--- src/rtl/core/assert_macros.svh ---
// ----------------------------------------------------------------------------
// Assertion macros for the priority queue RTL
// Clocked, reset-qualified same-cycle and next-cycle implication checks.
// ----------------------------------------------------------------------------
`ifndef ASSERT_MACROS_SVH
`define ASSERT_MACROS_SVH

// Consequent must hold in the same cycle as the antecedent
`define SPQ_ASSERT_IMPL(lbl, clk, rst, ante, cons, msg) \
   lbl: assert property (@(posedge clk) disable iff (rst) (ante) |-> (cons)) \
      else $error(msg);

// Consequent must hold in the cycle after the antecedent
`define SPQ_ASSERT_NEXT(lbl, clk, rst, ante, cons, msg) \
   lbl: assert property (@(posedge clk) disable iff (rst) (ante) |=> (cons)) \
      else $error(msg);

`endif

--- src/rtl/core/spq_pkg.sv ---
// ----------------------------------------------------------------------------
// spq_pkg
// Sizes, codes and shared types of the stable priority queue.
// ----------------------------------------------------------------------------
`default_nettype none

package spq_pkg;

   localparam int CAPACITY    = 16;
   localparam int KEY_BITS    = 8;
   localparam int HANDLE_BITS = 16;
   localparam int COUNT_BITS  = $clog2(CAPACITY + 1);

   typedef enum logic [1:0] {
      OP_PUSH  = 2'd0,
      OP_POP   = 2'd1,
      OP_CLEAR = 2'd2,
      OP_QUERY = 2'd3
   } spq_op_type;

   typedef enum logic [1:0] {
      ST_OK    = 2'd0,
      ST_FULL  = 2'd1,
      ST_EMPTY = 2'd2,
      ST_NULL  = 2'd3
   } spq_status_type;

   // Command broadcast to every cell of the row
   typedef struct packed {
      logic                   push;
      logic                   pop;
      logic [KEY_BITS-1:0]    key;
      logic [HANDLE_BITS-1:0] handle;
   } spq_cmd_type;

endpackage

`default_nettype wire

--- src/rtl/core/spq_cell.sv ---
// ----------------------------------------------------------------------------
// spq_cell
// One slot of the sorted row: holds a key and a handle, shifts right on an
// insert ahead of it and left on a pop.
// ----------------------------------------------------------------------------
`default_nettype none

module spq_cell (
   input  wire logic                           clock,
   input  wire spq_pkg::spq_cmd_type           cmd,
   input  wire logic                           occupied,
   input  wire logic                           left_ge,
   input  wire logic [spq_pkg::KEY_BITS-1:0]    left_key,
   input  wire logic [spq_pkg::HANDLE_BITS-1:0] left_handle,
   input  wire logic [spq_pkg::KEY_BITS-1:0]    right_key,
   input  wire logic [spq_pkg::HANDLE_BITS-1:0] right_handle,
   output logic                                ge,
   output logic [spq_pkg::KEY_BITS-1:0]         key,
   output logic [spq_pkg::HANDLE_BITS-1:0]      handle,
   output logic [spq_pkg::HANDLE_BITS-1:0]      handle_next
);

   logic [spq_pkg::KEY_BITS-1:0]    key_ff,    key_in;
   logic [spq_pkg::HANDLE_BITS-1:0] handle_ff, handle_in;

   // Held entry ranks ahead of (or level with) the new key
   assign ge = occupied && (key_ff >= cmd.key);

   // Pick next slot contents: keep, take the new entry, shift in from a neighbour
   always_comb begin
      key_in    = key_ff;
      handle_in = handle_ff;
      if (cmd.push && !ge) begin
         if (left_ge) begin
            key_in    = cmd.key;
            handle_in = cmd.handle;
         end else begin
            key_in    = left_key;
            handle_in = left_handle;
         end
      end else if (cmd.pop) begin
         key_in    = right_key;
         handle_in = right_handle;
      end
   end

   always_ff @(posedge clock) begin
      key_ff    <= key_in;
      handle_ff <= handle_in;
   end

   assign key         = key_ff;
   assign handle      = handle_ff;
   assign handle_next = handle_in;

endmodule

`default_nettype wire

--- src/rtl/core/stable_priority_queue_unit.sv ---
// ----------------------------------------------------------------------------
// stable_priority_queue_unit
// Bounded priority queue, highest key first, equal keys in arrival order.
// ----------------------------------------------------------------------------
// Usage:
//   A request (opcode, key, item_data) is taken on a rising edge with start
//   high and busy low. Opcodes: push, pop, clear all, query only.
//   Every request gives exactly one response, shown on the rsp_ ports for
//   one cycle with rsp_valid high, in the cycle after the request is taken.
//   The response is registered; a request may be taken every cycle, since all
//   slots of the sorted row compare with the new key and shift at once.
//   busy is always low: no operation holds off a request.
//   A push with a zero handle is rejected (status null), a push into a full
//   queue is dropped (status full), a pop on an empty queue reports status
//   empty. Responses cannot be held off by the receiver and must be taken
//   in the cycle they appear.
//   Reset empties the queue (entry count zero) and drops any pending
//   response; slot contents are left as they are and never read until
//   written again.
// ----------------------------------------------------------------------------
`default_nettype none

`include "assert_macros.svh"

module stable_priority_queue_unit (
   input  wire logic                             clock,
   input  wire logic                             reset,
   input  wire logic                             start,
   output logic                                  busy,
   input  wire logic [1:0]                       req_opcode,
   input  wire logic [spq_pkg::KEY_BITS-1:0]     req_key,
   input  wire logic [spq_pkg::HANDLE_BITS-1:0]  req_item_data,
   output logic                                  rsp_valid,
   output logic [1:0]                            rsp_status,
   output logic [spq_pkg::HANDLE_BITS-1:0]       rsp_popped_data,
   output logic [spq_pkg::HANDLE_BITS-1:0]       rsp_head_data,
   output logic                                  rsp_head_valid,
   output logic [spq_pkg::COUNT_BITS-1:0]        rsp_entry_count,
   output logic                                  rsp_is_empty
);

   localparam int N = spq_pkg::CAPACITY;

   logic                             accept;
   spq_pkg::spq_op_type              op;
   spq_pkg::spq_cmd_type             cmd;
   logic                             push_ok, pop_ok;
   logic [1:0]                       status;

   logic [spq_pkg::COUNT_BITS-1:0]   count_ff, count_in;
   logic                             rsp_valid_ff;
   logic [1:0]                       rsp_status_ff;
   logic [spq_pkg::HANDLE_BITS-1:0]  rsp_popped_ff, rsp_head_ff;
   logic                             rsp_head_valid_ff, rsp_is_empty_ff;
   logic [spq_pkg::COUNT_BITS-1:0]   rsp_count_ff;

   logic [N-1:0]                     occ, ge;
   logic [spq_pkg::KEY_BITS-1:0]     cell_key    [N];
   logic [spq_pkg::HANDLE_BITS-1:0]  cell_handle [N];
   logic [spq_pkg::HANDLE_BITS-1:0]  cell_next   [N];

   // No operation ever holds off a request
   assign busy   = 1'b0;
   assign accept = start && !busy;
   assign op     = spq_pkg::spq_op_type'(req_opcode);

   // Decode the request against the fill count
   always_comb begin
      push_ok = 1'b0;
      pop_ok  = 1'b0;
      status  = spq_pkg::ST_OK;
      case (op)
         spq_pkg::OP_PUSH: begin
            if (req_item_data == '0) begin
               status = spq_pkg::ST_NULL;
            end else if (count_ff >= spq_pkg::COUNT_BITS'(N)) begin
               status = spq_pkg::ST_FULL;
            end else begin
               push_ok = accept;
            end
         end
         spq_pkg::OP_POP: begin
            if (count_ff == '0) begin
               status = spq_pkg::ST_EMPTY;
            end else begin
               pop_ok = accept;
            end
         end
         default: status = spq_pkg::ST_OK;
      endcase
   end

   assign cmd.push   = push_ok;
   assign cmd.pop    = pop_ok;
   assign cmd.key    = req_key;
   assign cmd.handle = req_item_data;

   // Update the fill count: push adds one, pop takes one, clear zeroes it
   always_comb begin
      count_in = count_ff;
      if (push_ok) begin
         count_in = count_ff + 1'b1;
      end else if (pop_ok) begin
         count_in = count_ff - 1'b1;
      end else if (accept && op == spq_pkg::OP_CLEAR) begin
         count_in = '0;
      end
   end

   // Sorted row of cells, front in cell 0
   for (genvar i = 0; i < N; i++) begin : g_cell
      logic                             l_ge;
      logic [spq_pkg::KEY_BITS-1:0]     l_key, r_key;
      logic [spq_pkg::HANDLE_BITS-1:0]  l_handle, r_handle;

      assign occ[i] = count_ff > spq_pkg::COUNT_BITS'(i);

      if (i == 0) begin : g_first
         assign l_ge     = 1'b1;
         assign l_key    = req_key;
         assign l_handle = req_item_data;
      end else begin : g_inner
         assign l_ge     = ge[i-1];
         assign l_key    = cell_key[i-1];
         assign l_handle = cell_handle[i-1];
      end

      if (i == N - 1) begin : g_last
         assign r_key    = cell_key[i];
         assign r_handle = cell_handle[i];
      end else begin : g_body
         assign r_key    = cell_key[i+1];
         assign r_handle = cell_handle[i+1];
      end

      spq_cell u_cell (
         .clock        (clock),
         .cmd          (cmd),
         .occupied     (occ[i]),
         .left_ge      (l_ge),
         .left_key     (l_key),
         .left_handle  (l_handle),
         .right_key    (r_key),
         .right_handle (r_handle),
         .ge           (ge[i]),
         .key          (cell_key[i]),
         .handle       (cell_handle[i]),
         .handle_next  (cell_next[i])
      );
   end

   // Hold count and the response register
   always_ff @(posedge clock) begin
      if (reset) begin
         count_ff     <= '0;
         rsp_valid_ff <= 1'b0;
      end else begin
         if (accept) begin
            count_ff <= count_in;
         end
         rsp_valid_ff <= accept;
      end
      if (accept) begin
         rsp_status_ff     <= status;
         rsp_popped_ff     <= pop_ok ? cell_handle[0] : '0;
         rsp_head_ff       <= (count_in != '0) ? cell_next[0] : '0;
         rsp_head_valid_ff <= count_in != '0;
         rsp_is_empty_ff   <= count_in == '0;
         rsp_count_ff      <= count_in;
      end
   end

   assign rsp_valid       = rsp_valid_ff;
   assign rsp_status      = rsp_status_ff;
   assign rsp_popped_data = rsp_popped_ff;
   assign rsp_head_data   = rsp_head_ff;
   assign rsp_head_valid  = rsp_head_valid_ff;
   assign rsp_entry_count = rsp_count_ff;
   assign rsp_is_empty    = rsp_is_empty_ff;

   // Checks
   `SPQ_ASSERT_IMPL(a_count_bound, clock, reset, 1'b1,
      count_ff <= spq_pkg::COUNT_BITS'(N), "fill count beyond capacity")
   `SPQ_ASSERT_NEXT(a_push_grows, clock, reset, push_ok,
      count_ff == $past(count_ff) + 1'b1, "accepted push did not add an entry")
   `SPQ_ASSERT_IMPL(a_rsp_count, clock, reset, rsp_valid_ff,
      rsp_count_ff == count_ff, "reported count differs from held count")
   `SPQ_ASSERT_NEXT(a_empty_pop, clock, reset,
      accept && op == spq_pkg::OP_POP && count_ff == '0,
      rsp_status_ff == spq_pkg::ST_EMPTY && rsp_popped_ff == '0,
      "pop on empty queue not flagged")

endmodule

`default_nettype wire
--- config.mk ---
export PLATFORM = sky130hd
export DESIGN_NAME = stable_priority_queue_unit
export DESIGN_NICKNAME = d
export VERILOG_FILES = /design/src/rtl/core/spq_pkg.sv /design/src/rtl/core/spq_cell.sv /design/src/rtl/core/stable_priority_queue_unit.sv
export VERILOG_INCLUDE_DIRS = /design/src /design/src/rtl/core
export SDC_FILE = /design/constraint.sdc
export NUM_CORES = 1
export LEC_CHECK = 0
export BUFFER_PORTS_ARGS = -buffer_cell sky130_fd_sc_hd__buf_2
export CORE_MARGIN = 1
export CORE_UTILIZATION = 57
export CTS_CLUSTER_DIAMETER = 100
export DETAILED_ROUTE_END_ITERATION = 10
export PLACE_DENSITY = 0.77
export SETUP_SLACK_MARGIN = 0.1
export SLEW_MARGIN = 0
export SYNTH_ARGS = -nofsm -noshare
export SYNTH_HDL_FRONTEND = slang
export SYNTH_SLANG_ARGS = --single-unit
export TNS_END_PERCENT = 30
--- constraint.sdc ---
create_clock -name clock -period 3.45 [get_ports clock]
set_input_delay 0.5175 -clock clock [delete_from_list [all_inputs] [get_ports clock]]
set_output_delay 0.5175 -clock clock [all_outputs]
set_load 0.05 [all_outputs]
==> impl_metrics.json <==
{
  "final_net_count": 2415,
  "hold_viol_final": 0,
  "syn_nets": 2374,
  "clockBufferDepth": 3,
  "drc": 0,
  "report.final.setup_viol": 0,
  "fin_crit_ns": 2.97,
  "instances_no_fill": 2829,
  "cp_max_fo": 18,
  "dpl_worst_slack_ns": 0.149,
  "routedWlPerCell_um": 21.4,
  "synth_ff_type": "edfxtp_1",
  "syn_avg_cell_area_um2": 11.0,
  "n_antenna_cell": 0,
  "die_h_um": 209,
  "worst_slew_pin_slew_ns": 0.808,
  "dp_cells": 2744,
  "core_mm2": 0.0420,
  "ff_latch_area_mm2": 0.0127,
  "drive_gt1_share_pct": 13.0,
  "rsz0062_at_grt": "false",
  "io_pins": 72,
  "drt-total-wl_um": 60500,
  "grt_pass1_wl_um": 97000,
  "fin_ws_ns": 0.480,
  "fmax_ghz": 0.337,
  "ys_types": 53,
  "ys_async_sr_fraction_pct": 0,
  "postCtsSetupBuffers": 0,
  "cts_buffers": 46,
  "grt_max_degree": 50,
  "fillers": 3237,
  "antenna_found_initial": 0,
  "cts_sinks": 431,
  "cts_root_buf": "clkbuf_16",
  "drv_cap": 0,
  "yosysSeqAreaShare_pct": 52.3,
  "synth_seq_cells": 431,
  "drtIter0Drc": 1529,
  "grt_usage_pct": 28.0,
  "hpwlAfterDp_um": 42300,
  "peakVddDrop_mv": 0.531,
  "cts_tree": "built",
  "critPathKind": "flop to flop",
  "outcome": "completed",
  "numPortBuffers": 70,
  "final_common_cell": "edfxtp_1",
  "layout_common_cells": "edfxtp_1 (409), mux2i_1 (353), o21ai_0 (350)",
  "cts_resized": 0,
  "cts_hold_buf": 0,
  "grt_pass1_vias": 17900,
  "synth_edf_count": 409,
  "ys_warn_count": 0,
  "power.leakage_nw": 10.4,
  "multi_input_area_mm2": 0.0108,
  "finalCritPeriodShare_pct": 86.1,
  "gp_congestion": 0.911,
  "placed_cell_area_mm2": 0.0256,
  "start_kind": "flop",
  "total_power_w": 0.0138,
  "slew_headroom_pct": 44.7,
  "dr_total_vias": 17700,
  "power_density_mw_per_mm2": 509,
  "fin_worst_skew_ns": 0.0248,
  "num_rows": 75,
  "area_growth_pct": 11.1,
  "clk_latency_ns": 0.60,
  "die_x_um": 209,
  "arrival_ns": 3.29,
  "via_per_inst": 6.26,
  "final_area_mm2": 0.0270,
  "synth_area_mm2": 0.0243,
  "worstPathRequired_ns": 3.77,
  "grt_remaining_overflow": 0,
  "dr.pass1.iters": 6,
  "start_util_pct": 57.9,
  "die_area_mm2": 0.0435,
  "htree_levels": 2,
  "end_kind": "flop",
  "min_path_type": "input port to flop",
  "clk_pin_slew_ns": 0.06,
  "ant_nets": 0,
  "maxSlewViolCount": 0,
  "syn_inst": 2212
}
## through the flow
| stage | utilization [%] | TNS [ns] | hold slack [ns] |
|---|---|---|---|
| CTS | 64.3 | 0 | 0.140 |
| global route | 64.3 | 0 | 0.176 |
| floorplan | - | -2.54 | 0.519 |
| detailed placement | 60.9 | 0 | 0.545 |
| finish | 64.3 | 0 | 0.168 |
| global placement | 60.9 | 0 | 0.528 |
## final timing paths
| kind | slack (ns) | from | cells past startpoint | endpoint |
|---|---|---|---|---|
| worst max-delay path | 0.48 | count_ff[0] | 9 | rsp_head_data[0] |
| worst min-delay path | 0.17 | reset | 2 | count_ff[3] |
| worst max register to register | 0.48 | count_ff[0] | 9 | rsp_head_data[0] |
| worst min register to register | 0.56 | g_cell[15].u_cell.handle[11] | 2 | g_cell[14].u_cell.handle[11] |
## cells by family (layout without fill, tap and decap cells)
logic type	Yosys count	in the layout	share of synthesized area (%)
AOI/OAI and AO/OA	538	538	12.0
and+or+nand+nor	530	530	9.38
DFF	431	431	52.3
muxes	377	377	15.6
buffers and inverters	200	278	3.79
adders and majority gates	133	133	6.84
xor gates and xnor gates	2	2	0.0720
other	1	1	0.0154
## power by group
group	switching [W]	leakage [nW]	internal, W
sequential	0.000263	4.00	0.00628
clock	0.00215	0.698	0.00268
combinational	0.00153	5.73	0.000855
total	0.00394	10.4	0.00982
## cell usage after synthesis (all sizes together), types with 3 or more instances
cell type  instances  area, um2
nor2b             18        113
a31oi              6       37.5
buf               85        490
or2                3       18.8
nor4               6       97.6
a2111oi            5       68.8
nor2             105        409
o21ai            362       1820
nand2b             7       43.8
nand4              6       43.8
nand2            337       1260
a211oi            32        280
and2              17        109
nor3              17       85.1
a21o               3       22.5
edfxtp           409      12300
a21oi            116        581
mux2i            353       3530
nand3              7       35.0
clkbuf            83        312
inv               32        120
mux2              24        270
o21a               4       30.0
dfxtp             22        440
ha               133       1660
## flip-flops by register name, summed over array words and instances (netlist names), 2 cells and up
signal	flops
g_cell.u_cell.handle	256
g_cell.u_cell.key	128
rsp_head_data	16
rsp_popped_data	16
count_ff	5
rsp_entry_count	5
rsp_status	2
## layer usage
layer	up-vias	GRT usage [%]	part of all wire, %
li1	8191	-	-
met1	8767	37.5	42
met2	637	47.2	49
met3	123	3.44	6.1
met4	0	9.43	2.8
met5	-	0	0
## layout make-up
type / instances / area share [%]
tap: 539 / 2.49
inverter: 32 / 0.444
clock buffer: 65 / 4.60
timing repair buffer: 161 / 4.75
clock inverter: 20 / 0.699
sequential: 431 / 47.1
multi-input combinational: 1581 / 40.0
## critical path: stages (launching register included)
cell	delay [ns]
dfxtp_1	0.53
inv_1	0.17
ha_1	0.28
nor4b_4	0.18
or3_1	0.51
a22o_1	0.27
a211oi_1	0.24
a31o_1	0.25
buf_12	0.18
a211oi_1	0.07
No activity file was read; power rests on OpenSTA's default activity.
